$ cat src/rtl/core/gwp_pkg.sv
package gwp_pkg;

  localparam logic [7:0] ChSemi   = 8'h3B;
  localparam logic [7:0] ChParen  = 8'h28;
  localparam logic [7:0] ChPoint  = 8'h2E;
  localparam logic [7:0] ChMinus  = 8'h2D;
  localparam logic [7:0] ChPlus   = 8'h2B;
  localparam logic [7:0] ChSpace  = 8'h20;

  typedef struct packed {
    logic [7:0] ch;
    logic       line_end;
  } gwp_req_t;

  typedef struct packed {
    logic [7:0]         word_letter;
    logic signed [31:0] word_value;
    logic [4:0]         word_index;
    logic               word_valid;
    logic               command_end;
  } gwp_res_t;

  // up to two results produced by one character
  typedef struct packed {
    logic [1:0] cnt;
    gwp_res_t   res0;
    gwp_res_t   res1;
  } gwp_push_t;

  // acc * 10 + d, saturated to 2^31-1
  function automatic logic [30:0] mul10_add(input logic [30:0] acc, input logic [3:0] d);
    logic [34:0] t;
    t = ({4'b0, acc} << 3) + ({4'b0, acc} << 1) + {31'b0, d};
    return (t[34:31] != 4'b0) ? 31'h7FFF_FFFF : t[30:0];
  endfunction

  function automatic logic [13:0] pow10(input logic [2:0] k);
    logic [13:0] p;
    case (k)
      3'd0:    p = 14'd1;
      3'd1:    p = 14'd10;
      3'd2:    p = 14'd100;
      3'd3:    p = 14'd1000;
      default: p = 14'd10000;
    endcase
    return p;
  endfunction

endpackage

$ cat src/rtl/core/gwp_scan.sv
module gwp_scan import gwp_pkg::*; #(
  parameter int MAX_WORDS   = 20,
  parameter int FRAC_DIGITS = 3
) (
  input  logic      clk_i,
  input  logic      rst_ni,
  input  logic      fire_i,
  input  gwp_req_t  req_i,
  output gwp_push_t push_o
);

  localparam int FracW = (FRAC_DIGITS > 0) ? $clog2(FRAC_DIGITS + 1) : 1;
  localparam int CntW  = $clog2(MAX_WORDS + 1);

  localparam logic [2:0] PhIdle = 3'd0;
  localparam logic [2:0] PhLead = 3'd1;
  localparam logic [2:0] PhSign = 3'd2;
  localparam logic [2:0] PhInt  = 3'd3;
  localparam logic [2:0] PhFrac = 3'd4;
  localparam logic [2:0] PhSkip = 3'd5;
  localparam logic [2:0] PhDrop = 3'd6;

  logic [2:0]       phase_q, phase_d;
  logic [7:0]       letter_q, letter_d;
  logic [30:0]      acc_q, acc_d;
  logic             neg_q, neg_d;
  logic [FracW-1:0] frac_q, frac_d;
  logic [CntW-1:0]  cnt_q, cnt_d;

  logic [7:0]       c;
  logic             last, is_dig, is_let, is_sg, is_pt, skipc;
  logic [30:0]      acc_nx;
  logic [2:0]       phase1, phase2;
  logic [30:0]      acc1, acc2;
  logic             neg1, neg2;
  logic [FracW-1:0] frac1, frac2;
  logic [7:0]       letter2;
  logic [CntW-1:0]  cnt2;
  logic             in_word1, e2, e3, go_idle, at_limit;
  logic [30:0]      s_acc;
  logic [FracW-1:0] s_frac;
  logic             s_neg;
  logic [2:0]       s_rem;
  logic [44:0]      prod;
  logic [30:0]      mag;
  logic signed [31:0] val;
  gwp_res_t         word_a, word_b, empty_r;

  always_comb begin
    c      = req_i.ch;
    last   = req_i.line_end;
    is_dig = (c >= 8'h30) && (c <= 8'h39);
    is_let = ((c >= 8'h41) && (c <= 8'h5A)) || ((c >= 8'h61) && (c <= 8'h7A));
    is_sg  = (c == ChPlus) || (c == ChMinus);
    is_pt  = (c == ChPoint);
    skipc  = is_dig || is_pt || is_sg || (c == ChSpace);
    acc_nx = mul10_add(acc_q, c[3:0]);

    phase1 = phase_q;
    acc1   = acc_q;
    neg1   = neg_q;
    frac1  = frac_q;
    unique case (phase_q)
      PhLead: begin
        if (is_sg) begin
          neg1   = (c == ChMinus);
          phase1 = PhSign;
        end else if (is_dig) begin
          acc1   = acc_nx;
          phase1 = PhInt;
        end else if (is_pt) begin
          phase1 = PhFrac;
        end
      end
      PhSign, PhInt: begin
        if (is_dig) begin
          acc1   = acc_nx;
          phase1 = PhInt;
        end else if (is_pt) begin
          phase1 = PhFrac;
        end else if (skipc) begin
          phase1 = PhSkip;
        end
      end
      PhFrac: begin
        if (is_dig) begin
          if (frac_q < FracW'(FRAC_DIGITS)) begin
            acc1  = acc_nx;
            frac1 = frac_q + 1'b1;
          end
        end else if (skipc) begin
          phase1 = PhSkip;
        end
      end
      default: ;
    endcase

    in_word1 = (phase1 >= PhLead) && (phase1 <= PhSkip);
    e2       = in_word1 && !skipc;
    at_limit = ({1'b0, cnt_q} + 1'b1) >= (CntW + 1)'(MAX_WORDS);
    cnt2     = cnt_q + CntW'(e2);
    go_idle  = e2 ? !at_limit : (phase1 == PhIdle);

    acc2    = acc1;
    neg2    = neg1;
    frac2   = frac1;
    letter2 = letter_q;
    if (e2) begin
      phase2 = at_limit ? PhDrop : PhIdle;
    end else if (phase1 > PhDrop) begin
      phase2 = PhDrop;
    end else begin
      phase2 = phase1;
    end
    if (go_idle) begin
      if ((c == ChSemi) || (c == ChParen)) begin
        phase2 = PhDrop;
      end else if (is_let) begin
        phase2  = PhLead;
        letter2 = c;
        acc2    = '0;
        neg2    = 1'b0;
        frac2   = '0;
      end
    end
    e3 = last && (phase2 >= PhLead) && (phase2 <= PhSkip);

    s_acc  = e2 ? acc1 : acc2;
    s_frac = e2 ? frac1 : frac2;
    s_neg  = e2 ? neg1 : neg2;
    s_rem  = 3'(FRAC_DIGITS) - 3'(s_frac);
    prod   = {14'b0, s_acc} * {31'b0, pow10(s_rem)};
    mag    = (prod[44:31] != 14'b0) ? 31'h7FFF_FFFF : prod[30:0];
    val    = s_neg ? -$signed({1'b0, mag}) : $signed({1'b0, mag});

    word_a.word_letter = letter_q;
    word_a.word_value  = val;
    word_a.word_index  = 5'(cnt_q);
    word_a.word_valid  = 1'b1;
    word_a.command_end = last && !e3;

    word_b.word_letter = letter2;
    word_b.word_value  = e2 ? 32'sd0 : val;
    word_b.word_index  = 5'(cnt2);
    word_b.word_valid  = 1'b1;
    word_b.command_end = 1'b1;

    empty_r             = '0;
    empty_r.command_end = 1'b1;

    push_o.res1 = word_b;
    if (e2) begin
      push_o.res0 = word_a;
      push_o.cnt  = e3 ? 2'd2 : 2'd1;
    end else if (e3) begin
      push_o.res0 = word_b;
      push_o.cnt  = 2'd1;
    end else begin
      push_o.res0 = empty_r;
      push_o.cnt  = last ? 2'd1 : 2'd0;
    end

    if (last) begin
      phase_d  = PhIdle;
      letter_d = '0;
      acc_d    = '0;
      neg_d    = 1'b0;
      frac_d   = '0;
      cnt_d    = '0;
    end else begin
      phase_d  = phase2;
      letter_d = letter2;
      acc_d    = acc2;
      neg_d    = neg2;
      frac_d   = frac2;
      cnt_d    = cnt2;
    end
  end

  always_ff @(posedge clk_i or negedge rst_ni) begin
    if (!rst_ni) begin
      phase_q  <= PhIdle;
      letter_q <= '0;
      acc_q    <= '0;
      neg_q    <= 1'b0;
      frac_q   <= '0;
      cnt_q    <= '0;
    end else if (fire_i) begin
      phase_q  <= phase_d;
      letter_q <= letter_d;
      acc_q    <= acc_d;
      neg_q    <= neg_d;
      frac_q   <= frac_d;
      cnt_q    <= cnt_d;
    end
  end

endmodule

$ cat src/rtl/core/gcode_word_parser_unit.sv
// G-code word parser.
// Input channel: one character request per handshake (in_valid_i / in_stall_o),
// with line_end set on the last character of a line.
// Output channel: one word result per handshake (out_valid_o / out_stall_i).
// A character yields zero, one or two results; a line end always yields at
// least one, the last of the line carrying command_end.
// Each result is registered into the queue when its character is taken.
// Throughput: one character per cycle unless in_stall_o; results leave at one per
// cycle unless out_stall_i, so a character with two results needs two pops.
// Results wait in a four-entry queue; in_stall_o rises while fewer than two
// entries are free, so a stalled receiver backs up into the input channel.
// Held results never change while out_stall_i is high.
// Reset empties the queue and returns the scanner to the start of a line.
module gcode_word_parser_unit import gwp_pkg::*; #(
  parameter int MAX_WORDS   = 20,
  parameter int FRAC_DIGITS = 3
) (
  input  logic     clk_i,
  input  logic     rst_ni,
  input  logic     in_valid_i,
  output logic     in_stall_o,
  input  gwp_req_t in_req_i,
  output logic     out_valid_o,
  input  logic     out_stall_i,
  output gwp_res_t out_res_o
);

  localparam int Depth = 4;
  localparam int PtrW  = $clog2(Depth);

  gwp_push_t     push;
  logic          fire, pop;
  logic [1:0]    push_n;
  logic [PtrW-1:0] wptr_q, wptr_d, rptr_q, rptr_d;
  logic [PtrW:0]   count_q, count_d;
  gwp_res_t      mem_q [Depth];

  assign in_stall_o  = count_q > (PtrW + 1)'(Depth - 2);
  assign fire        = in_valid_i && !in_stall_o;
  assign out_valid_o = count_q != '0;
  assign pop         = out_valid_o && !out_stall_i;
  assign out_res_o   = mem_q[rptr_q];

  gwp_scan #(
    .MAX_WORDS  (MAX_WORDS),
    .FRAC_DIGITS(FRAC_DIGITS)
  ) u_scan (
    .clk_i (clk_i),
    .rst_ni(rst_ni),
    .fire_i(fire),
    .req_i (in_req_i),
    .push_o(push)
  );

  always_comb begin
    push_n  = fire ? push.cnt : 2'd0;
    wptr_d  = wptr_q + PtrW'(push_n);
    rptr_d  = rptr_q + PtrW'(pop);
    count_d = count_q + (PtrW + 1)'(push_n) - (PtrW + 1)'(pop);
  end

  always_ff @(posedge clk_i) begin
    if (push_n != 2'd0) begin
      mem_q[wptr_q] <= push.res0;
    end
    if (push_n == 2'd2) begin
      mem_q[wptr_q + 1'b1] <= push.res1;
    end
  end

  always_ff @(posedge clk_i or negedge rst_ni) begin
    if (!rst_ni) begin
      wptr_q  <= '0;
      rptr_q  <= '0;
      count_q <= '0;
    end else begin
      wptr_q  <= wptr_d;
      rptr_q  <= rptr_d;
      count_q <= count_d;
    end
  end

endmodule

$ cat config.mk
export PLATFORM = sky130hd
export DESIGN_NAME = gcode_word_parser_unit
export DESIGN_NICKNAME = d
export VERILOG_FILES = /design/src/rtl/core/gwp_pkg.sv /design/src/rtl/core/gwp_scan.sv /design/src/rtl/core/gcode_word_parser_unit.sv
export SDC_FILE = /design/constraint.sdc
export NUM_CORES = 1
export LEC_CHECK = 0
export BUFFER_PORTS_ARGS = -buffer_cell sky130_fd_sc_hd__buf_2
export CORE_ASPECT_RATIO = 2
export CORE_MARGIN = 2
export CORE_UTILIZATION = 35
export DETAILED_ROUTE_END_ITERATION = 12
export HOLD_SLACK_MARGIN = 0.15
export SLEW_MARGIN = 15
export SYNTH_ARGS = -nofsm -noshare
export SYNTH_HDL_FRONTEND = slang
export SYNTH_SLANG_ARGS = --single-unit
export TNS_END_PERCENT = 100
$ cat constraint.sdc
create_clock -name clk_i -period 17.8 [get_ports clk_i]
set_clock_uncertainty 0.1 [all_clocks]
set_input_delay 1.78 -clock clk_i [delete_from_list [all_inputs] [get_ports clk_i]]
set_output_delay 1.78 -clock clk_i [all_outputs]
set_load 0.1 [all_outputs]
==> results.json <==
{
  "slew_headroom": 0.1993,
  "clock.fmax_ghz": 0.06530,
  "power.density_mw_per_mm2": 125.2,
  "synth-compound-area-share": 0.1482,
  "worstSkewPairLatency_ps": 590,
  "final_nets": 3524,
  "antenna_found_initial": 0,
  "hold_viol": 0,
  "die-height_um": 403.4,
  "clock_path_buffers": 3,
  "crit_path_frequent_cell": "fa_1",
  "required_ps": 17990,
  "drt_iter0_markers": 1020,
  "ys_seq_area_frac": 0.2504,
  "synth-simple-area-share": 0.1625,
  "cts_root_buf": "clkbuf_16",
  "worst-path-buf-inv": 8,
  "port_buffers": 61,
  "final_max_slew_viol_count": 0,
  "rsz0062_at_grt": "false",
  "end_kind": "flop",
  "slowest_delay_ps": 660,
  "cp_max_fo": 19,
  "num_io_pins": 62,
  "start_util": 0.3530,
  "muxShareOfSynthArea": 0.04867,
  "antenna-diode-count": 0,
  "criticalPathCategory": "in2reg",
  "drt-total-wl_um": 81590,
  "tns_ps": 0,
  "gp_congestion": 0.9361,
  "synth_edf_count": 180,
  "yosys_warnings": 0,
  "tritoncts": "built",
  "clock_sinks": 245,
  "synth_xor_area_frac": 0.01882,
  "gr-total-overflow": 0,
  "avgSynthCellArea_sq_um": 9.467,
  "die_w_um": 203.7,
  "ir_worst_vdd_mv": 0.1073,
  "grt_start_max_net_pins": 65,
  "cts.reportedPaths.clkPinSlew_ps": 70,
  "cp.arrival_ps": 15500,
  "htreeDepth": 1,
  "vias": 22120,
  "place_ws_ps": 2033,
  "synth_fa_ha_area_frac": 0.2943,
  "area_delta_synth_final_pct": 9.250,
  "outcome": "finished, final reports clean",
  "yosys.area.top_type": "fa_1",
  "drive_gt1_frac": 0.09010,
  "track_usage": 0.2014,
  "drc": 0,
  "setup_viol": 0,
  "post_cts_resized": 0,
  "finalNonFillerCells": 4077,
  "postSynthCellCount": 2949,
  "crit_path_start_kind": "input port",
  "vias_per_cell": 5.425,
  "synthesis.area_sq_mm": 0.02792,
  "synth_top_family_by_area": "adder cells",
  "post-route-period-util": 0.8603,
  "slowest_stage": "or4_1",
  "rows": 146,
  "post-route-min-period_ps": 15310,
  "p_leak_nw": 13.26,
  "async_flop_share": 0.2327,
  "synth.area.top_cells": "fa_1, edfxtp_1, ha_1",
  "dp_cells": 4035,
  "first_pass_iters": 7,
  "hp-class": "reg2reg",
  "synth_cell_types": 102,
  "max_cap_viol_count": 0,
  "holdBufCountCts": 0,
  "cts_setup_buffers": 0,
  "coreArea_sq_mm": 0.07910,
  "ys.flop_type": "edfxtp_1",
  "grt_first_pass_wirelength_um": 129100,
  "ant_nets": 0,
  "hpwl_um": 65170,
  "layout_setup_ws_ps": 2486,
  "critPathTopFamily": "adder cells",
  "grt_pass1_vias": 23490,
  "cts_buffers": 23,
  "ys_ff_latch": 245,
  "tightestPinTransition_ps": 1191,
  "yosys.area.top_type_share": 0.2029,
  "die_area_sq_mm": 0.08218,
  "avgRoutedWirePerCell_um": 20.01
}
worst register-to-register path: cells and delay by family (launching register included):
kind                     cells  cell delay (ps)
XOR/XNOR                     1               60
flip-flops                   1              430
AND/OR/NAND/NOR             16             4590
AO/OA/AOI/OAI               12             3190
adder cells (fa/ha/maj)     11             4750
buffers and inverters        7              920
Yosys cell counts (all sizes together) (34+ instances only):
master and number:
a21oi 170, a22o 41, and2 54, clkbuf 117, dfrtp 57, edfxtp 180, fa 283, ha 204
inv 403, mux4 47, nand2 254, nand2b 34, nand3 74, nor2 222, nor3 102, o21ai 141
power by group:
group	switching (mW)	leakage, nW	total, mW	internal (mW)
logic	1.77	10.3	2.54	0.766
registers	0.0554	2.52	0.740	0.685
clock network	0.239	0.392	0.540	0.301
placed cells by master (no fill, tap or decap), types with 55 or more instances in the layout:
cell      netlist  final
buf_2          19     61
inv_1         402    402
edfxtp_1      180    180
nand2_1       253    251
conb_1          2     87
ha_1          204    204
fa_1          283    283
o21ai_0       116    113
nand3_1        74     73
dfrtp_1        57     55
nor2_1        221    220
nor3_1         98     97
a21oi_1       170    168
cells by family (layout without fill, tap and decap cells):
family,Yosys count,in the layout
buffers and inverters,551,558
other,2,87
xor gates and xnor gates,60,60
DFF,245,245
and+or+nand+nor,917,917
muxes,76,76
AOI/OAI and AO/OA,611,611
adders and majority gates,487,487
area by class of cell:
type	instances	area [sq um]
clock inverter	16	221.5
fill	7895	48600
timing repair buffer	113	695.7
tap	1036	1296
inverter	403	1513
multi-input combinational	2238	19190
sequential	245	6997
clock buffer	26	586.8
flip-flops by register name, summed over array words and instances, names as in the netlist:
name,count
mem_q,188
wptr_q,2
u_scan.phase_q,3
u_scan.frac_q,2
u_scan.acc_q,31
u_scan.letter_q,8
u_scan.neg_q,1
u_scan.cnt_q,5
count_q,3
rptr_q,2
metrics by stage:
stage / hold WS (ps) / power, mW / utilization / cell area, sq um
after floorplan: 333.8 / 2.754 / - / 28240
after global placement: 353.0 / 3.270 / 0.3754 / 29690
after detailed placement: 360.5 / 3.286 / 0.3754 / 29690
after CTS: 376.9 / 3.830 / 0.3856 / 30500
after global routing: 401.6 / 4.094 / 0.3856 / 30500
final: 371.5 / 3.818 / 0.3856 / 30500
worst paths after layout:
kind / from / endpoint / slack [ps] / cells past startpoint
min: mem_q[2][1] / mem_q[2][1] / 370 / 2
max: in_req_i[3] / mem_q[1][31] / 2490 / 48
max reg2reg: u_scan.acc_q[1] / mem_q[1][31] / 3460 / 47
max in group asynchronous: rst_ni / rptr_q[0] / 15710 / 2
min reg2reg: mem_q[2][1] / mem_q[2][1] / 370 / 2
min in group asynchronous: rst_ni / u_scan.acc_q[22] / 1250 / 2
metal layers:
metal	global-route usage	routed length, um	part of all wire
met5	0	0	0
met4	0.1387	6527	0.080
met3	0.01330	2245	0.028
met2	0.3972	45120	0.55
met1	0.1950	27700	0.34
(Power assumes the default switching activity.)
